### config.mk
export PLATFORM = sky130hd
export DESIGN_NAME = circular_list_store
export DESIGN_NICKNAME = d
export VERILOG_FILES = /design/src/sv/clst_pkg.sv /design/src/sv/clst_cell.sv /design/src/sv/circular_list_store.sv
export SDC_FILE = /design/constraint.sdc
export NUM_CORES = 1
export LEC_CHECK = 0
export BUFFER_PORTS_ARGS = -buffer_cell sky130_fd_sc_hd__buf_4
export CAP_MARGIN = 40
export CORE_MARGIN = 2
export CORE_UTILIZATION = 34
export DETAILED_ROUTE_END_ITERATION = 12
export PLACE_DENSITY = 0.47
export SLEW_MARGIN = 20
export SYNTH_ARGS = -nofsm -noshare
export SYNTH_HDL_FRONTEND = slang
export SYNTH_HIERARCHICAL = 1
export SYNTH_SLANG_ARGS = --single-unit
### constraint.sdc
create_clock -name aclk -period 13.3 [get_ports aclk]
set_input_delay 0 -clock aclk [delete_from_list [all_inputs] [get_ports aclk]]
set_output_delay 0 -clock aclk [all_outputs]
set_load 0.01 [all_outputs]
### src/sv/clst_pkg.sv
// clst_pkg: widths, codes and cell command type for the circular list store.
// Used by clst_cell and circular_list_store. No dependencies.
package clst_pkg;

    localparam int CAPACITY = 16;

    localparam int DATA_W = 32;
    localparam int OP_W   = 2;
    localparam int POS_W  = 5;
    localparam int EIDX_W = 4;
    localparam int STS_W  = 2;

    localparam int CNT_W = $clog2(CAPACITY + 1);
    localparam int IDX_W = $clog2(CAPACITY);
    localparam int CMP_W = (CNT_W > POS_W) ? CNT_W : POS_W;

    typedef enum logic [OP_W-1:0] {
        OP_APPEND = 2'd0,
        OP_INSERT = 2'd1,
        OP_DELETE = 2'd2,
        OP_READ   = 2'd3
    } op_t;

    typedef enum logic [STS_W-1:0] {
        ST_OK    = 2'd0,
        ST_FULL  = 2'd1,
        ST_EMPTY = 2'd2,
        ST_RANGE = 2'd3
    } status_t;

    typedef enum logic {
        S_IDLE,
        S_STREAM
    } state_t;

    typedef enum logic [2:0] {
        CELL_HOLD,
        CELL_APPEND,
        CELL_INSERT,
        CELL_DELETE,
        CELL_ROTATE
    } cell_op_t;

    typedef struct packed {
        cell_op_t         op;
        logic [CNT_W-1:0] count;
        logic [CMP_W-1:0] pos;
    } cell_cmd_t;

endpackage

### src/sv/clst_cell.sv
// clst_cell: one list slot; loads a new value or takes a neighbor's or the head cell's value.
// Depends on clst_pkg.
module clst_cell (
    input  logic                         aclk,
    input  clst_pkg::cell_cmd_t          cmd,
    input  logic [clst_pkg::IDX_W-1:0]   idx,
    input  logic [clst_pkg::DATA_W-1:0]  value,
    input  logic [clst_pkg::DATA_W-1:0]  left_data,
    input  logic [clst_pkg::DATA_W-1:0]  right_data,
    input  logic [clst_pkg::DATA_W-1:0]  head_data,
    output logic [clst_pkg::DATA_W-1:0]  data
);
    import clst_pkg::*;

    logic [DATA_W-1:0] data_reg, data_next;
    logic [CMP_W-1:0]  slot_pos;
    logic [CMP_W-1:0]  cnt;

    always_comb begin
        slot_pos  = CMP_W'(idx) + CMP_W'(1);
        cnt       = CMP_W'(cmd.count);
        data_next = data_reg;
        case (cmd.op)
            CELL_APPEND: begin
                if (CMP_W'(idx) == cnt) begin
                    data_next = value;
                end
            end
            CELL_INSERT: begin
                data_next = (idx == '0) ? value : left_data;
            end
            CELL_DELETE: begin
                if (slot_pos >= cmd.pos) begin
                    data_next = right_data;
                end
            end
            CELL_ROTATE: begin
                if (slot_pos < cnt) begin
                    data_next = right_data;
                end else if (slot_pos == cnt) begin
                    data_next = head_data;
                end
            end
            default: begin
                data_next = data_reg;
            end
        endcase
    end

    always_ff @(posedge aclk) begin
        data_reg <= data_next;
    end

    assign data = data_reg;

endmodule

### src/sv/circular_list_store.sv
// circular_list_store: bounded ordered list in a chain of shifting cells.
// Depends on clst_pkg and clst_cell.
//
//  channel | ports                                            | direction
//  s_      | s_valid s_ready s_operation s_value s_position   | in
//  m_      | m_valid m_ready m_element m_element_index m_last m_status | out
//
// Edits are registered: all cells update at once; a new item is taken each cycle
// while the output register is free or being drained.
// A read-out runs in the stream state: the cells rotate by one per result and are
// back in place after the last; no item is taken meanwhile.
// Reset (aresetn low, synchronous) empties the list; cell contents are not cleared.
// A stalled m_ready holds the result register and blocks new items and streaming.
module circular_list_store (
    input  logic                          aclk,
    input  logic                          aresetn,
    input  logic                          s_valid,
    output logic                          s_ready,
    input  logic [clst_pkg::OP_W-1:0]     s_operation,
    input  logic signed [clst_pkg::DATA_W-1:0] s_value,
    input  logic [clst_pkg::POS_W-1:0]    s_position,
    output logic                          m_valid,
    input  logic                          m_ready,
    output logic signed [clst_pkg::DATA_W-1:0] m_element,
    output logic [clst_pkg::EIDX_W-1:0]   m_element_index,
    output logic                          m_last,
    output logic [clst_pkg::STS_W-1:0]    m_status
);
    import clst_pkg::*;

    state_t            state_reg, state_next;
    logic [CNT_W-1:0]  count_reg, count_next;
    logic [IDX_W-1:0]  rd_idx_reg, rd_idx_next;

    logic              m_valid_reg, m_valid_next;
    logic [DATA_W-1:0] m_element_reg, m_element_next;
    logic [EIDX_W-1:0] m_index_reg, m_index_next;
    logic              m_last_reg, m_last_next;
    status_t           m_status_reg, m_status_next;

    logic              out_free;
    logic              accept;
    logic              full;
    logic              empty;
    logic              rd_last;
    logic [CMP_W-1:0]  pos_ext;
    op_t               op;
    cell_cmd_t         cmd;

    logic [DATA_W-1:0] cell_data [CAPACITY];

    assign out_free = !m_valid_reg || m_ready;
    assign s_ready  = (state_reg == S_IDLE) && out_free;
    assign accept   = s_valid && s_ready;
    assign op       = op_t'(s_operation);
    assign full     = (count_reg == CNT_W'(CAPACITY));
    assign empty    = (count_reg == '0);
    assign pos_ext  = CMP_W'(s_position);
    assign rd_last  = ((CNT_W'(rd_idx_reg) + CNT_W'(1)) == count_reg);

    always_comb begin
        state_next     = state_reg;
        count_next     = count_reg;
        rd_idx_next    = rd_idx_reg;
        cmd.op         = CELL_HOLD;
        cmd.count      = count_reg;
        cmd.pos        = pos_ext;
        m_valid_next   = m_valid_reg && !m_ready;
        m_element_next = m_element_reg;
        m_index_next   = m_index_reg;
        m_last_next    = m_last_reg;
        m_status_next  = m_status_reg;
        case (state_reg)
            S_IDLE: begin
                if (accept) begin
                    m_element_next = '0;
                    m_index_next   = '0;
                    m_last_next    = 1'b1;
                    m_status_next  = ST_OK;
                    m_valid_next   = 1'b1;
                    case (op)
                        OP_APPEND, OP_INSERT: begin
                            if (full) begin
                                m_status_next = ST_FULL;
                            end else begin
                                cmd.op     = (op == OP_APPEND) ? CELL_APPEND : CELL_INSERT;
                                count_next = count_reg + CNT_W'(1);
                            end
                        end
                        OP_DELETE: begin
                            if (empty) begin
                                m_status_next = ST_EMPTY;
                            end else if (pos_ext == '0 || pos_ext > CMP_W'(count_reg)) begin
                                m_status_next = ST_RANGE;
                            end else begin
                                cmd.op     = CELL_DELETE;
                                count_next = count_reg - CNT_W'(1);
                            end
                        end
                        default: begin
                            if (empty) begin
                                m_status_next = ST_EMPTY;
                            end else begin
                                m_valid_next = 1'b0;
                                rd_idx_next  = '0;
                                state_next   = S_STREAM;
                            end
                        end
                    endcase
                end
            end
            S_STREAM: begin
                if (out_free) begin
                    cmd.op         = CELL_ROTATE;
                    m_valid_next   = 1'b1;
                    m_element_next = cell_data[0];
                    m_index_next   = EIDX_W'(rd_idx_reg);
                    m_last_next    = rd_last;
                    m_status_next  = ST_OK;
                    rd_idx_next    = rd_idx_reg + IDX_W'(1);
                    if (rd_last) begin
                        state_next = S_IDLE;
                    end
                end
            end
            default: begin
                state_next = S_IDLE;
            end
        endcase
    end

    always_ff @(posedge aclk) begin
        if (!aresetn) begin
            state_reg   <= S_IDLE;
            count_reg   <= '0;
            rd_idx_reg  <= '0;
            m_valid_reg <= 1'b0;
        end else begin
            state_reg   <= state_next;
            count_reg   <= count_next;
            rd_idx_reg  <= rd_idx_next;
            m_valid_reg <= m_valid_next;
        end
    end

    always_ff @(posedge aclk) begin
        m_element_reg <= m_element_next;
        m_index_reg   <= m_index_next;
        m_last_reg    <= m_last_next;
        m_status_reg  <= m_status_next;
    end

    for (genvar i = 0; i < CAPACITY; i++) begin : g_cell
        logic [DATA_W-1:0] left_d;
        logic [DATA_W-1:0] right_d;
        if (i == 0) begin : g_head
            assign left_d = s_value;
        end else begin : g_mid
            assign left_d = cell_data[i-1];
        end
        if (i == CAPACITY - 1) begin : g_tail
            assign right_d = '0;
        end else begin : g_body
            assign right_d = cell_data[i+1];
        end
        clst_cell u_cell (
            .aclk       (aclk),
            .cmd        (cmd),
            .idx        (IDX_W'(i)),
            .value      (s_value),
            .left_data  (left_d),
            .right_data (right_d),
            .head_data  (cell_data[0]),
            .data       (cell_data[i])
        );
    end

    assign m_valid         = m_valid_reg;
    assign m_element       = m_element_reg;
    assign m_element_index = m_index_reg;
    assign m_last          = m_last_reg;
    assign m_status        = m_status_reg;

`ifndef SYNTHESIS
    a_count_bound: assert property (@(posedge aclk) disable iff (!aresetn)
        count_reg <= CNT_W'(CAPACITY))
        else $error("list count above capacity");

    a_stream_idx: assert property (@(posedge aclk) disable iff (!aresetn)
        (state_reg == S_STREAM) |-> (CNT_W'(rd_idx_reg) < count_reg))
        else $error("read-out index past count");

    a_count_change: assert property (@(posedge aclk) disable iff (!aresetn)
        !$stable(count_reg) |-> $past(accept))
        else $error("count changed without an accepted item");

    a_mid_result: assert property (@(posedge aclk) disable iff (!aresetn)
        (m_valid && !m_last) |-> (m_status_reg == ST_OK && state_reg == S_STREAM))
        else $error("non-final result outside read-out");

    a_stream_count: assert property (@(posedge aclk) disable iff (!aresetn)
        (state_reg == S_STREAM) |-> $stable(count_reg))
        else $error("count changed during read-out");
`endif

endmodule
==> flow_summary.yaml <==
cells_and_area:
  fillers: 15314
  largest_register_ff_count: 512
  instances_no_fill: 7506
  fin_nets: 5635
  area_growth_pct: 10.4
  drive_gt1_share_pct: 25.8
worst_setup_path:
  path_class: "flop to flop"
  reg2reg_slack_ns: 7.65
  cp_top_family: "buffers and inverters"
  critPathMaxStageDelay_ns: 0.63
  rr_worst_depth: 15
  r2r_end: "g_cell[4].u_cell/data[14]$_DFFE_PP_"
  cp-end-kind: "flop"
  cp-start-kind: "flop"
  cp-startpoint: "count_reg[0]$_SDFFE_PN0P_"
  cp.arrival_ns: 6.04
  crit_cells: 15
  crit_required_ns: 13.69
  r2r_start: "count_reg[0]$_SDFFE_PN0P_"
  endpoint: "g_cell[4].u_cell/data[14]$_DFFE_PP_"
  worstPathCellList: "buf_4 > ha_1 > nor2b_1 > o21ai_0 > a21boi_0 > nor3_2 > buf_4 > buf_12 > nor2_1 > and2_2 > buf_12 > o21a_4 > o21ai_1 > and3_2 > buf_16"
  crit_buf_inv: 5
  crit_path_top_delay_cell: "buf_4"
  critPathMaxFanout: 149
placement:
  io_buffers: 83
  gp_congestion: 0.893
  place_inst: 7325
  hpwl_mm: 146
clock_tree:
  clock-root-buffer: "clkbuf_16"
  clk_latency_ns: 0.70
  cts_resized: 0
  cts_tree: "done"
  post-cts-setup-buffer-count: 0
  cts_sinks: 562
  cts_made_buffers: 76
  clk_pin_slew_ns: 0.06
  cts_hold_buffers: 42
  h-tree-depth: 3
  clockBufferDepth: 3
run_status:
  status: "complete, no violations"
drt:
  viasPerCell: 6.06
  first_pass_iters: 6
  drc: 0
  drt-total-wl_mm: 230
  vias: 45474
  post_drt_wl_per_cell_um: 30.6
  drtIter0Drc: 5065
  final_antenna_net_count: 0
floorplan:
  core_sq_um: 156000
  die_area_sq_um: 160000
  die_w_um: 400
  io_pins: 84
  rows: 145
  fp.dieH_um: 400
  initial_core_util_pct: 34.2
synth:
  syn_area_per_cell_sq_um: 10.3
  synth_edf_count: 551
  synthFlopType: "edfxtp_1"
  post_synth_instance_area_sq_um: 53300
  ys_warn_count: 6
  ys_async_sr_fraction_pct: 0
  synthTopCellsByArea: "edfxtp_1 (31%), a221oi_2 (14%), o22ai_2 (11%)"
  ys_seq_area_share_pct: 31.5
  synth-seq-cells: 562
  synth_common_cells: "nor2_1 (1063), edfxtp_1 (551), a21oi_1 (549)"
  synthDistinctLibCells: 62
  netlist_instances: 5153
  yosysMostFrequentCell: "nor2_1"
  yosysTopAreaCell: "edfxtp_1"
  synth.top_cell.area_share_pct: 31.1
timing:
  slew_violations: 0
  fin_skew_ns: 0.0370
  tns_ns: 0
  setup_viol: 0
  period_needed_ns: 5.65
  rsz0062_at_grt: "false"
  fmax_ghz: 0.177
  finalHoldViolations: 0
  worstMarginPinSlew_ns: 0.915
  relSlewSlack_pct: 39.0
  fin_crit_sh_pct: 42.5
grt:
  grt_usage_pct: 28.0
  antenna_found_initial: 3
  grt_max_degree: 150
  grt-ovfl-total: 0
  grt_pass1_wl_mm: 327
  grt_pass1_vias: 43780
job:
  cap_viol_max_count: 0
pwr:
  p_per_area_nw_per_um2: 106
  leakage_nw: 22.0
  total_power_mw: 6.21
  ir_drop_mv: 0.0976
min_path:
  hp-class: "input pin to flop"
-- worst min-delay path by stage --
| stage | from | endpoint | slack, ns | depth (start not counted) |
|---|---|---|---|---|
| after floorplan | aresetn | rd_idx_reg[2]$_SDFFE_PN0P_ | 0.14 | 2 |
| after global placement | s_valid | m_valid$_SDFF_PN0_ | 0.32 | 3 |
| after detailed placement | s_valid | m_valid$_SDFF_PN0_ | 0.33 | 3 |
| after CTS | s_position[4] | m_status[1]$_SDFFCE_PP0P_ | 0.15 | 4 |
| after global routing | aresetn | rd_idx_reg[3]$_SDFFE_PN0P_ | 0.20 | 4 |
| final | s_position[4] | m_status[1]$_SDFFCE_PP0P_ | 0.17 | 4 |
-- cells by family after synthesis --
logic type | synth area share, %
AO/OA/AOI/OAI | 33.3
multiplexers | 9.66
other | 0.0141
AND/OR/NAND/NOR | 11.4
flip-flops | 31.5
XOR/XNOR | 1.43
adder cells (fa/ha/maj) | 4.76
buffers and inverters | 7.97
-- cells in the final DEF, fill, tap and decap left out, types with 69 or more instances in the layout --
master | synthesis | routed
a21oi_1 | 549 | 548
a221oi_2 | 480 | 480
buf_4 | 128 | 196
clkbuf_16 | 0 | 77
conb_1 | 2 | 352
edfxtp_1 | 551 | 551
ha_1 | 201 | 201
inv_1 | 189 | 188
mux2i_1 | 514 | 514
nor2_1 | 1063 | 1063
o22ai_2 | 480 | 480
xnor2_1 | 69 | 69
-- metrics by stage --
| step | setup slack (ns) | util, % | hold WS, ns | cell area, sq um |
|---|---|---|---|---|
| CTS | 7.55 | 37.7 | 0.148 | 58700 |
| detailed placement | 7.54 | 35.9 | 0.328 | 55900 |
| global placement | 7.48 | 35.4 | 0.324 | 55200 |
| global route | 7.33 | 37.7 | 0.203 | 58800 |
| finish | 7.65 | 37.7 | 0.171 | 58800 |
| floorplan | 5.26 | - | 0.138 | 54600 |
-- report_power, final --
| group | switching (mW) | total [mW] | internal [mW] |
|---|---|---|---|
| sequential | 0.193 | 2.37 | 2.18 |
| combinational | 1.17 | 1.75 | 0.584 |
| clock | 0.913 | 2.09 | 1.18 |
-- final cells by class --
class                   count  area (sq um)  area share [%]
diodes                      1          2.50         0.00426
clock buffers              95          2010            3.43
clock inverters            40           390           0.664
inverters                 189           709            1.21
multi-input cells        4282         33700            57.3
flip-flops and latches    562         16800            28.5
well taps                2058          2570            4.38
repair buffers            279          2650            4.51
-- routing by layer --
layer / global-route usage, % / vias up / share of wire [%]
met5: 0 / - / 0
met4: 15.9 / 0 / 6.6
met3: 4.66 / 489 / 7.8
met2: 41.7 / 2324 / 43
met1: 38.2 / 22701 / 43
li1: - / 19960 / -
-- worst min-delay path: stages --
cell	delay, ns
buf_4	0.29
nor3_1	0.12
o21bai_1	0.16
a211oi_1	0.08
(Power assumes the default switching activity.)
